[config.mk]
export PLATFORM = sky130hd
export DESIGN_NAME = gzip_member_header_checker_top
export DESIGN_NICKNAME = d
export VERILOG_FILES = /design/src/rtl/gzmh_pkg.sv /design/src/rtl/gzmh_crc.sv /design/src/rtl/gzmh_parser.sv /design/src/rtl/gzmh_out_reg.sv /design/src/rtl/gzip_member_header_checker_top.sv
export SDC_FILE = /design/constraint.sdc
export NUM_CORES = 1
export LEC_CHECK = 0
export BUFFER_PORTS_ARGS = -buffer_cell sky130_fd_sc_hd__buf_2
export CORE_UTILIZATION = 50
export CTS_BUF_LIST = sky130_fd_sc_hd__clkbuf_4
export CTS_CLUSTER_SIZE = 30
export DETAILED_ROUTE_END_ITERATION = 10
export PLACE_DENSITY_LB_ADDON = 0.25
export RECOVER_POWER = 25
export SETUP_SLACK_MARGIN = 0.02
export SYNTH_ARGS = -nofsm -noshare
export SYNTH_HDL_FRONTEND = slang
export SYNTH_SLANG_ARGS = --single-unit
[constraint.sdc]
create_clock -name clk -period 25 [get_ports clk]
set_input_delay 5 -clock clk [delete_from_list [all_inputs] [get_ports clk]]
set_output_delay 5 -clock clk [all_outputs]
set_load 0.02 [all_outputs]
[src/rtl/gzmh_pkg.sv]
// Shared constants, a result type and a helper function for the gzip member header checker.
package gzmh_pkg;

  localparam logic [31:0] CRC_POLY   = 32'hEDB88320;
  localparam logic [31:0] CRC_INIT   = 32'hFFFFFFFF;
  localparam logic [31:0] MIN_MEMBER = 32'd18;
  localparam logic [31:0] TRAILER_LEN = 32'd8;
  localparam logic [31:0] FIXED_END  = 32'd9;

  localparam logic [7:0] MAGIC1_BYTE   = 8'h1F;
  localparam logic [7:0] MAGIC2_BYTE   = 8'h8B;
  localparam logic [7:0] METHOD_DEFL   = 8'h08;
  localparam logic [7:0] FLG_RESERVED  = 8'hE0;
  localparam logic [7:0] FLG_FEXTRA    = 8'h04;
  localparam logic [7:0] FLG_FNAME     = 8'h08;
  localparam logic [7:0] FLG_FCOMMENT  = 8'h10;
  localparam logic [7:0] FLG_FHCRC     = 8'h02;

  // Parse phase codes.
  localparam logic [3:0] PH_MAGIC1    = 4'd0;
  localparam logic [3:0] PH_MAGIC2    = 4'd1;
  localparam logic [3:0] PH_METHOD    = 4'd2;
  localparam logic [3:0] PH_FLAGS     = 4'd3;
  localparam logic [3:0] PH_FIXED     = 4'd4;
  localparam logic [3:0] PH_XLEN_LO   = 4'd5;
  localparam logic [3:0] PH_XLEN_HI   = 4'd6;
  localparam logic [3:0] PH_EXTRA     = 4'd7;
  localparam logic [3:0] PH_NAME      = 4'd8;
  localparam logic [3:0] PH_COMMENT   = 4'd9;
  localparam logic [3:0] PH_HCRC_LO   = 4'd10;
  localparam logic [3:0] PH_HCRC_HI   = 4'd11;
  localparam logic [3:0] PH_PAY_FIRST = 4'd12;
  localparam logic [3:0] PH_PAYLOAD   = 4'd13;
  localparam logic [3:0] PH_TRAILER   = 4'd14;
  localparam logic [3:0] PH_DISCARD   = 4'd15;

  // Status codes.
  localparam logic [2:0] ST_OK    = 3'd0;
  localparam logic [2:0] ST_SHORT = 3'd1;
  localparam logic [2:0] ST_HDR   = 3'd2;
  localparam logic [2:0] ST_HCRC  = 3'd3;
  localparam logic [2:0] ST_EMPTY = 3'd4;

  typedef struct packed {
    logic [31:0] stored_size;
    logic [31:0] stored_crc;
    logic [2:0]  status;
    logic        done_res;
    logic [7:0]  payload_byte;
  } result_t;

  // Picks the next optional header section present after the given phase.
  function automatic logic [3:0] next_phase(input logic [3:0] from, input logic [7:0] flags);
    logic [3:0] ph;
    ph = PH_PAY_FIRST;
    if (from <= PH_COMMENT && (flags & FLG_FHCRC) != 8'h00) ph = PH_HCRC_LO;
    if (from <= PH_NAME && (flags & FLG_FCOMMENT) != 8'h00) ph = PH_COMMENT;
    if (from <= PH_EXTRA && (flags & FLG_FNAME) != 8'h00) ph = PH_NAME;
    if (from <= PH_FIXED && (flags & FLG_FEXTRA) != 8'h00) ph = PH_XLEN_LO;
    return ph;
  endfunction

endpackage

[src/rtl/gzmh_crc.sv]
// Byte-wide reflected CRC-32 update, unrolled over the eight bit steps.
module gzmh_crc (
  input  logic [31:0] crc_in,
  input  logic [7:0]  data_byte,
  output logic [31:0] crc_out
);

  always_comb begin
    logic [31:0] c;
    c = crc_in ^ {24'h000000, data_byte};
    for (int i = 0; i < 8; i++) begin
      c = (c >> 1) ^ (gzmh_pkg::CRC_POLY & {32{c[0]}});
    end
    crc_out = c;
  end

endmodule

[src/rtl/gzmh_parser.sv]
// Header parse state and per-byte next-state and result logic.
module gzmh_parser #(
  parameter int LENGTH_BITS = 32
) (
  input  logic                    clk,
  input  logic                    rst_n,
  input  logic                    byte_acc,
  input  logic [7:0]              data_byte,
  input  logic [31:0]             member_length,
  output logic                    res_valid,
  output gzmh_pkg::result_t       res
);

  localparam int LB = LENGTH_BITS;

  logic [LB-1:0] pos_r, pos_nxt;
  logic [3:0]    phase_r, phase_nxt;
  logic [7:0]    flag_r, flag_nxt;
  logic [15:0]   xrem_r, xrem_nxt;
  logic [31:0]   crc_r, crc_nxt;
  logic [7:0]    hlow_r, hlow_nxt;
  logic [2:0]    err_r, err_nxt;
  logic [63:0]   trl_r, trl_nxt;

  logic [LB-1:0] len_sat, len_eff, tstart;
  logic          short_mem, in_trl, last_byte, fixed_done;
  logic [31:0]   crc_upd;
  logic          do_fail, pay;
  logic [2:0]    fail_code, st;
  logic [15:0]   xlen;

  // Lengths beyond the position counter saturate to its largest value.
  generate
    if (LB >= 32) begin : g_wide
      assign len_sat = LB'(member_length);
    end else begin : g_narrow
      assign len_sat = (|member_length[31:LB]) ? {LB{1'b1}} : member_length[LB-1:0];
    end
  endgenerate

  assign len_eff    = (len_sat == '0) ? LB'(1) : len_sat;
  assign short_mem  = len_eff < LB'(gzmh_pkg::MIN_MEMBER);
  assign tstart     = len_eff - LB'(gzmh_pkg::TRAILER_LEN);
  assign in_trl     = !short_mem && (pos_r >= tstart);
  assign last_byte  = pos_r >= (len_eff - LB'(1));
  assign fixed_done = pos_r >= LB'(gzmh_pkg::FIXED_END);
  assign xlen       = {data_byte, xrem_r[7:0]};

  gzmh_crc u_crc (
    .crc_in    (crc_r),
    .data_byte (data_byte),
    .crc_out   (crc_upd)
  );

  always_comb begin
    phase_nxt = phase_r;
    flag_nxt  = flag_r;
    xrem_nxt  = xrem_r;
    crc_nxt   = crc_r;
    hlow_nxt  = hlow_r;
    err_nxt   = err_r;
    trl_nxt   = trl_r;
    pos_nxt   = pos_r + LB'(1);
    do_fail   = 1'b0;
    fail_code = gzmh_pkg::ST_OK;
    pay       = 1'b0;

    if (!short_mem) begin
      if (in_trl) trl_nxt = {data_byte, trl_r[63:8]};
      if (phase_r < gzmh_pkg::PH_PAY_FIRST && in_trl) begin
        // The header ran into the trailer.
        do_fail   = 1'b1;
        fail_code = (phase_r >= gzmh_pkg::PH_HCRC_LO) ? gzmh_pkg::ST_HCRC : gzmh_pkg::ST_HDR;
      end else if (phase_r == gzmh_pkg::PH_PAY_FIRST || phase_r == gzmh_pkg::PH_PAYLOAD) begin
        if (in_trl) begin
          if (phase_r == gzmh_pkg::PH_PAY_FIRST) begin
            do_fail   = 1'b1;
            fail_code = gzmh_pkg::ST_EMPTY;
          end else begin
            phase_nxt = gzmh_pkg::PH_TRAILER;
          end
        end else begin
          pay       = 1'b1;
          phase_nxt = gzmh_pkg::PH_PAYLOAD;
        end
      end else if (phase_r < gzmh_pkg::PH_PAY_FIRST) begin
        if (phase_r <= gzmh_pkg::PH_COMMENT) crc_nxt = crc_upd;
        unique case (phase_r)
          gzmh_pkg::PH_MAGIC1: begin
            if (data_byte != gzmh_pkg::MAGIC1_BYTE) begin
              do_fail = 1'b1; fail_code = gzmh_pkg::ST_HDR;
            end else phase_nxt = gzmh_pkg::PH_MAGIC2;
          end
          gzmh_pkg::PH_MAGIC2: begin
            if (data_byte != gzmh_pkg::MAGIC2_BYTE) begin
              do_fail = 1'b1; fail_code = gzmh_pkg::ST_HDR;
            end else phase_nxt = gzmh_pkg::PH_METHOD;
          end
          gzmh_pkg::PH_METHOD: begin
            if (data_byte != gzmh_pkg::METHOD_DEFL) begin
              do_fail = 1'b1; fail_code = gzmh_pkg::ST_HDR;
            end else phase_nxt = gzmh_pkg::PH_FLAGS;
          end
          gzmh_pkg::PH_FLAGS: begin
            flag_nxt = data_byte;
            if ((data_byte & gzmh_pkg::FLG_RESERVED) != 8'h00) begin
              do_fail = 1'b1; fail_code = gzmh_pkg::ST_HDR;
            end else phase_nxt = gzmh_pkg::PH_FIXED;
          end
          gzmh_pkg::PH_FIXED: begin
            if (fixed_done)
              phase_nxt = gzmh_pkg::next_phase(gzmh_pkg::PH_FIXED, flag_r);
          end
          gzmh_pkg::PH_XLEN_LO: begin
            xrem_nxt  = {8'h00, data_byte};
            phase_nxt = gzmh_pkg::PH_XLEN_HI;
          end
          gzmh_pkg::PH_XLEN_HI: begin
            xrem_nxt  = xlen;
            phase_nxt = (xlen == 16'h0000) ?
                        gzmh_pkg::next_phase(gzmh_pkg::PH_EXTRA, flag_r) : gzmh_pkg::PH_EXTRA;
          end
          gzmh_pkg::PH_EXTRA: begin
            xrem_nxt = xrem_r - 16'd1;
            if (xrem_r == 16'd1)
              phase_nxt = gzmh_pkg::next_phase(gzmh_pkg::PH_EXTRA, flag_r);
          end
          gzmh_pkg::PH_NAME: begin
            if (data_byte == 8'h00)
              phase_nxt = gzmh_pkg::next_phase(gzmh_pkg::PH_NAME, flag_r);
          end
          gzmh_pkg::PH_COMMENT: begin
            if (data_byte == 8'h00)
              phase_nxt = gzmh_pkg::next_phase(gzmh_pkg::PH_COMMENT, flag_r);
          end
          gzmh_pkg::PH_HCRC_LO: begin
            hlow_nxt  = data_byte;
            phase_nxt = gzmh_pkg::PH_HCRC_HI;
          end
          default: begin
            // Stored header CRC is the low half of the final CRC-32.
            if (~crc_r[15:0] != {data_byte, hlow_r}) begin
              do_fail = 1'b1; fail_code = gzmh_pkg::ST_HCRC;
            end else phase_nxt = gzmh_pkg::PH_PAY_FIRST;
          end
        endcase
      end
    end

    if (do_fail) begin
      phase_nxt = gzmh_pkg::PH_DISCARD;
      if (err_r == gzmh_pkg::ST_OK) err_nxt = fail_code;
    end

    st = short_mem ? gzmh_pkg::ST_SHORT : err_nxt;

    res_valid = pay || last_byte;
    res       = '0;
    if (last_byte) begin
      res.done_res = 1'b1;
      res.status   = st;
      if (st == gzmh_pkg::ST_OK) begin
        res.stored_crc  = trl_nxt[31:0];
        res.stored_size = trl_nxt[63:32];
      end
    end else begin
      res.payload_byte = data_byte;
    end

    // The last byte of a member returns everything to its start values.
    if (last_byte) begin
      pos_nxt   = '0;
      phase_nxt = gzmh_pkg::PH_MAGIC1;
      flag_nxt  = 8'h00;
      xrem_nxt  = 16'h0000;
      crc_nxt   = gzmh_pkg::CRC_INIT;
      hlow_nxt  = 8'h00;
      err_nxt   = gzmh_pkg::ST_OK;
      trl_nxt   = 64'h0;
    end
  end

  always_ff @(posedge clk) begin
    if (!rst_n) begin
      pos_r   <= '0;
      phase_r <= gzmh_pkg::PH_MAGIC1;
      flag_r  <= 8'h00;
      xrem_r  <= 16'h0000;
      crc_r   <= gzmh_pkg::CRC_INIT;
      hlow_r  <= 8'h00;
      err_r   <= gzmh_pkg::ST_OK;
      trl_r   <= 64'h0;
    end else if (byte_acc) begin
      pos_r   <= pos_nxt;
      phase_r <= phase_nxt;
      flag_r  <= flag_nxt;
      xrem_r  <= xrem_nxt;
      crc_r   <= crc_nxt;
      hlow_r  <= hlow_nxt;
      err_r   <= err_nxt;
      trl_r   <= trl_nxt;
    end
  end

endmodule

[src/rtl/gzmh_out_reg.sv]
// Result register that decouples the output stream from the parser.
module gzmh_out_reg (
  input  logic              clk,
  input  logic              rst_n,
  input  logic              load,
  input  logic              load_valid,
  input  gzmh_pkg::result_t load_res,
  input  logic              out_ready,
  output logic              out_valid,
  output gzmh_pkg::result_t out_res,
  output logic              can_load
);

  logic              valid_r, valid_nxt;
  gzmh_pkg::result_t res_r;

  // A new word may enter whenever the held one is empty or leaving.
  assign can_load  = !valid_r || out_ready;
  assign valid_nxt = load ? load_valid : (valid_r && !out_ready);

  always_ff @(posedge clk) begin
    if (!rst_n) valid_r <= 1'b0;
    else        valid_r <= valid_nxt;
  end

  always_ff @(posedge clk) begin
    if (load && load_valid) res_r <= load_res;
  end

  assign out_valid = valid_r;
  assign out_res   = res_r;

endmodule

[src/rtl/gzip_member_header_checker_top.sv]
// Top level of the gzip member header checker.
// Takes one byte of a single-member gzip stream per cycle; each byte is parsed by shallow
// logic in the same cycle it is accepted and its result lands in one output register, so
// a result appears in the cycle after its byte and the block sustains one byte per clock as
// long as the output side keeps taking words. Header bytes, trailer bytes and skipped
// fields give no output word; each deflate payload byte gives one word, and the member's
// last byte gives a final word with tlast high carrying the status and, when the status is
// ok, the stored CRC-32 and size. The member length register should be written only while
// no member is in progress.
module gzip_member_header_checker_top #(
  parameter int LENGTH_BITS = 32
) (
  input  logic        clk,
  input  logic        rst_n,
  input  logic        in_tvalid,
  output logic        in_tready,
  input  logic [7:0]  in_tdata,   // [7:0] data_byte
  output logic        out_tvalid,
  input  logic        out_tready,
  output logic [79:0] out_tdata,  // [7:0] payload_byte, [10:8] status,
                                  // [42:11] stored_crc, [74:43] stored_size, rest zero
  output logic        out_tlast,  // done_res
  input  logic        cfg_valid,
  output logic        cfg_ready,
  input  logic [31:0] cfg_data    // member_length
);

  logic              byte_acc;
  logic              res_valid;
  gzmh_pkg::result_t res;
  gzmh_pkg::result_t out_res;
  logic              can_load;
  logic [31:0]       member_length_r;

  assign cfg_ready = 1'b1;

  always_ff @(posedge clk) begin
    if (!rst_n)                      member_length_r <= gzmh_pkg::MIN_MEMBER;
    else if (cfg_valid && cfg_ready) member_length_r <= cfg_data;
  end

  assign in_tready = can_load;
  assign byte_acc  = in_tvalid && in_tready;

  gzmh_parser #(
    .LENGTH_BITS (LENGTH_BITS)
  ) u_parser (
    .clk           (clk),
    .rst_n         (rst_n),
    .byte_acc      (byte_acc),
    .data_byte     (in_tdata),
    .member_length (member_length_r),
    .res_valid     (res_valid),
    .res           (res)
  );

  gzmh_out_reg u_out (
    .clk        (clk),
    .rst_n      (rst_n),
    .load       (byte_acc),
    .load_valid (res_valid),
    .load_res   (res),
    .out_ready  (out_tready),
    .out_valid  (out_tvalid),
    .out_res    (out_res),
    .can_load   (can_load)
  );

  assign out_tdata = {5'b00000, out_res.stored_size, out_res.stored_crc,
                      out_res.status, out_res.payload_byte};
  assign out_tlast = out_res.done_res;

  // Failed members report no trailer values.
  a_err_zero: assert property (@(posedge clk) disable iff (!rst_n)
    (out_tvalid && out_tlast && out_tdata[10:8] != gzmh_pkg::ST_OK) |->
      (out_tdata[74:11] == 64'h0))
    else $error("trailer fields nonzero on error status");

  // Payload words carry only the byte.
  a_pay_clean: assert property (@(posedge clk) disable iff (!rst_n)
    (out_tvalid && !out_tlast) |-> (out_tdata[79:8] == 72'h0))
    else $error("payload word carries status or trailer bits");

  // Status stays within its defined codes.
  a_status_range: assert property (@(posedge clk) disable iff (!rst_n)
    (out_tvalid && out_tlast) |-> (out_tdata[10:8] <= gzmh_pkg::ST_EMPTY))
    else $error("undefined status code");

  // An empty output register never holds off the input.
  a_ready_free: assert property (@(posedge clk) disable iff (!rst_n)
    !out_tvalid |-> in_tready)
    else $error("input stalled with empty output register");

endmodule

==> results.yml, run 1 <==
synth:
  yosysWarnings: 0
  ys_types: 75
  syn_avg_cell_area_um2: 9.12
  syn_inst: 1680
  synthArstFlopShare_pct: 0
  ys_ff_latch: 272
  synth-edff-count: 76
  synth_flop_cell: "dfxtp_1"
  ys_seq_area_share_pct: 40.5
  syn_area_um2: 15300
placed_design:
  place_area_um2: 16100
  gp_congestion: 0.906
  io_buffers: 122
  dp_hpwl_um: 25200
clocking:
  htree_levels: 3
  clkTransAtPathRegs_ns: 0.06
  cts_buffer_depth: 3
  cts_resized: 0
  clock_latency_ns: 0.73
  cts_root_buffer: "clkbuf_4"
  clock-sinks: 272
  postCtsSetupRepairBufs: 0
  cts_tree: "done"
  cts_buffers: 74
  cts_hold_buf: 0
timing:
  min_period_ns: 10.46
  setup_violations: 0
  worst_pin_slew_ns: 2.26
  rsz0062_at_grt: "no"
  finalHoldViolCount: 0
  skew_ns: 0.0579
  whs_ns: 0.469
  drv_slew: 66
  fin_crit_sh_pct: 41.8
  relSlewSlack_pct: -50.6
  fmax_mhz: 95.6
  finalSetupTns_ns: 0
routing:
  drtPass1Iterations: 5
  num_vias: 12600
  final_antenna_net_count: 0
  totalWireLength_um: 38400
  drc: 0
  routedWlPerCell_um: 17.2
  via_per_inst: 5.66
  drt_iter0_drc: 1049
global_route:
  grt_pass1_wl_um: 62200
  antenna_found_initial: 1
  track_usage_pct: 24.7
  grt_pass1_vias: 12000
  overflow: 0
  grt_max_degree: 97
layout:
  drive_above_1_share_pct: 15.9
  nets: 1895
  mostFrequentLayoutCell: "nand2_1"
  final_cell_mix: "226 x nand2_1, 196 x dfxtp_1, 121 x clkbuf_4, 113 x xnor2_1, 107 x nor2_1"
  finalInstanceArea_um2: 17000
  area_growth_pct: 11.0
setup_path:
  timing.reg2reg.setup_slack_ns: 16.44
  worstSetupStartpointType: "input port"
  crit_path_end_kind: "primary output"
  arrival_ns: 5.46
  required_ns: 20.00
  cp_max_fo: 3
  path_class: "input port to primary output"
run:
  cap_violations: 2
floorplan:
  io_pins: 129
  core_um2: 29900
  die-area_um2: 31400
  die_h_um: 177
  rows: 63
  start_util_pct: 51.3
  die_x_um: 177
outcome:
  violations: "capacitance limit, slew limit"
  status: "finished, violations left"
pwr:
  power_density_nw_per_um2: 79.1
  leakage_uw: 0.00591
  ir_drop_mv: 0.0864
worst_hold_path:
  hp-class: "flip-flop to flip-flop"
power by group:
group	total, uW	internal, uW	switching, uW	leakage (uW)
clock	426	232	194	0.000611
sequential	531	487	43.4	0.00230
combinational	389	173	216	0.00300
sequential cells by signal, summed over array words and instances, names as in the netlist:
signal,cells
member_length_r,32
u_parser.trl_r,64
u_parser.phase_r,4
u_out.out_res,76
u_parser.err_r,3
u_parser.xrem_r,16
u_parser.pos_r,32
u_parser.flag_r,4
u_parser.crc_r,32
u_parser.hlow_r,8
u_out.out_valid,1
stage by stage:
stage | setup WS, ns | utilization (%) | total power (uW) | std cells
2_1_floorplan | 14.75 | - | 850 | 1684
3_3_place_gp | 14.53 | 53.8 | 919 | 2093
3_5_place_dp | 14.54 | 53.8 | 926 | 2093
4_1_cts | 14.54 | 57.3 | 1360 | 2231
5_1_grt | 14.50 | 56.9 | 1430 | 2232
6_report | 14.54 | 56.9 | 1350 | 2232
routing by layer:
| metal | share of wire, % | vias to the layer above | global-route usage (%) | routed length, um |
|---|---|---|---|---|
| met4 | 1.9 | 0 | 9.12 | 714 |
| met1 | 45 | 6054 | 32.8 | 17400 |
| met3 | 5.4 | 59 | 4.57 | 2070 |
| li1 | - | 6179 | - | - |
| met2 | 47 | 332 | 39.7 | 18200 |
| met5 | 0 | - | 0 | 0 |
cell type report:
| cell class | instances | area [um2] |
|---|---|---|
| Tap cell | 390 | 488 |
| Sequential cell | 272 | 6210 |
| Inverter | 22 | 82.6 |
| Clock inverter | 17 | 120 |
| Multi-Input combinational cell | 1270 | 8540 |
| Antenna cell | 1 | 2.50 |
| Clock buffer | 121 | 908 |
| Fill cell | 2744 | 12900 |
| Timing Repair Buffer | 139 | 664 |
kinds of logic after synthesis:
group,synth area share [%]
DFF,40.5
buffers and inverters,4.06
and+or+nand+nor,21.2
other,0.0490
adders and majority gates,5.79
muxes,2.87
AOI/OAI and AO/OA,14.8
xor gates and xnor gates,10.7
critical path, cell delays in order:
cell,delay [ns]
buf_2,0.10
nor2b_1,0.13
inv_1,0.07
buf_2,0.16
worst paths after layout:
path                        end  cells after the start           startpoint
max                   in_tready                      4           out_tready
max reg2reg  u_parser.trl_r[52]                     22  member_length_r[24]
min reg2reg  u_parser.flag_r[3]                      2   u_parser.flag_r[3]
min          u_parser.flag_r[3]                      2   u_parser.flag_r[3]
synth_stat cells, types with 3 or more instances:
cell	instances	area, um2
a41oi_1	6	52.6
o21a_1	5	37.5
a22oi_1	77	578
o31ai_1	3	22.5
clkbuf_1	86	323
o211ai_1	5	37.5
nor2_1	107	402
nor4_1	51	319
edfxtp_1	76	2280
inv_1	20	75.1
xnor2_1	113	990
and4_1	5	43.8
xor2_1	74	648
nor2b_1	99	619
a211oi_1	5	37.5
nor3b_1	8	60.1
a31oi_1	5	31.3
nand2_1	226	848
and2_1	15	93.8
a21oi_2	62	543
buf_1	5	18.8
and3_1	11	68.8
or4_1	5	37.5
buf_4	6	45.0
o21ai_0	45	225
ha_1	71	888
mux2i_1	44	440
nor3_1	30	150
a21boi_0	17	128
a221oi_1	3	26.3
buf_2	17	85.1
nand4_1	24	150
a21oi_1	39	195
nand3_1	26	130
buf_6	6	67.6
a21o_1	13	97.6
dfxtp_1	196	3920
or3_1	22	138
(Power assumes the default switching activity.)
==> run 2: changes to the inputs <==
- clock period: 25 -> 8.95 ns (I/O delays scaled with it)
==> results.yml, run 2 (synthesized netlist as in run 1, its figures left out) <==
pwr:
  leakage_uw: 0.00580
  ir_drop_mv: 0.222
  power_density_nw_per_um2: 217
timing:
  skew_ns: 0.0625
  setup_violations: 0
  rsz0062_at_grt: "no"
  relSlewSlack_pct: -52.5
  drv_slew: 35
  whs_ns: 0.484
  fmax_mhz: 135
  min_period_ns: 7.39
  fin_crit_sh_pct: 82.6
  worst_pin_slew_ns: 2.29
  finalSetupTns_ns: 0
  finalHoldViolCount: 0
setup_path:
  crit_path_end_kind: "flip-flop"
  required_ns: 9.50
  path_class: "flip-flop to flip-flop"
  arrival_ns: 7.94
  worstSetupStartpointType: "flip-flop"
  cp_max_fo: 45
global_route:
  overflow: 0
  track_usage_pct: 24.8
  grt_pass1_vias: 12200
  antenna_found_initial: 2
  grt_pass1_wl_um: 62700
  grt_max_degree: 123
routing:
  drtPass1Iterations: 5
  routedWlPerCell_um: 17.3
  via_per_inst: 5.66
  drt_iter0_drc: 1068
  final_antenna_net_count: 0
  drc: 0
  totalWireLength_um: 38500
  num_vias: 12600
clocking:
  clock_latency_ns: 0.72
  cts_tree: "done"
  htree_levels: 3
  cts_resized: 0
  cts_buffers: 74
  cts_buffer_depth: 3
  postCtsSetupRepairBufs: 0
  clock-sinks: 272
  cts_root_buffer: "clkbuf_4"
  cts_hold_buf: 0
  clkTransAtPathRegs_ns: 0.07
floorplan:
  die-area_um2: 31400
  start_util_pct: 51.3
  io_pins: 129
  die_h_um: 177
  rows: 63
  die_x_um: 177
  core_um2: 29900
layout:
  regArea_um2: 6210
  mostFrequentLayoutCell: "nand2_1"
  largest_reg_flops: 76
  fillers: 2746
  multi_input_area_um2: 8570
  nets: 1895
  drive_above_1_share_pct: 14.3
  area_growth_pct: 10.3
  final_cell_mix: "226 x nand2_1, 196 x dfxtp_1, 113 x xnor2_1, 107 x nor2_1, 102 x clkbuf_4"
worst_hold_path:
  hp-class: "flip-flop to flip-flop"
placed_design:
  io_buffers: 122
  dp_hpwl_um: 25700
  gp_congestion: 0.923
outcome:
  status: "finished, violations left"
  violations: "capacitance limit, slew limit"
run:
  cap_violations: 1
[run 2: cell types whose count changed in the layout (fill, tap and decap cells not counted), sizes merged]
cell    delta
buf       -16
clkbuf     -3
diode      +1
inv        +1
clkinv     +8
[run 2: layout make-up]
type                    instances  area share, %
clock buffers                 102           4.53
repair buffers                139           3.82
multi-input cells            1270           50.6
clock inverters                26          0.910
flip-flops and latches        272           36.7
well taps                     390           2.88
inverters                      22          0.488
diodes                          2         0.0296
[run 2: worst paths after layout]
kind                             from           endpoint  slack, ns  cells past startpoint
setup reg to reg  member_length_r[24]  u_out.out_res[30]       1.56                     22
hold reg to reg     u_parser.err_r[0]  u_parser.err_r[0]       0.48                      2
hold / removal      u_parser.err_r[0]  u_parser.err_r[0]       0.48                      2
setup / recovery  member_length_r[24]  u_out.out_res[30]       1.56                     22
[run 2: metrics by stage]
| step | instance area [um2] | utilization [%] | total power (uW) | instances | setup WS, ns |
|---|---|---|---|---|---|
| 5_1_grt | 16900 | 56.6 | 3910 | 2223 | 1.14 |
| 2_1_floorplan | 15300 | - | 2370 | 1684 | 0.224 |
| 4_1_cts | 17000 | 56.9 | 3700 | 2221 | 1.61 |
| 6_report | 16900 | 56.6 | 3680 | 2223 | 1.56 |
| 3_3_place_gp | 16100 | 53.8 | 2580 | 2093 | 1.79 |
| 3_5_place_dp | 16100 | 53.8 | 2590 | 2093 | 1.66 |
[run 2: critical path: stages (launching register included)]
cell      delay, ns
dfxtp_1        0.39
or4_4          0.59
or3_4          0.37
nand3b_1       0.26
o41ai_2        0.50
inv_1          0.12
ha_1           0.22
nand2_1        0.33
or4_1          0.21
nor3_1         0.12
nand2_1        0.17
nor2_1         0.07
xnor2_1        0.13
ha_1           0.31
nand4_1        0.12
or2_2          0.32
a211o_1        0.23
o21a_1         0.18
buf_4          0.25
inv_2          0.67
nand4_4        0.97
buf_4          0.55
a21oi_2        0.14
[run 2: metal layers]
| layer | track usage [%] | wire length, um | up-vias |
|---|---|---|---|
| met5 | 0 | 0 | - |
| met4 | 7.36 | 697 | 0 |
| met3 | 4.73 | 2290 | 64 |
| met2 | 40.7 | 18200 | 361 |
| met1 | 32.9 | 17300 | 6002 |
| li1 | - | - | 6158 |
[run 2: where the power goes]
part	total, uW	internal, uW	switching [uW]	leakage, uW
registers	1480	1360	117	0.00230
logic	1100	489	609	0.00297
clock network	1100	563	539	0.000538
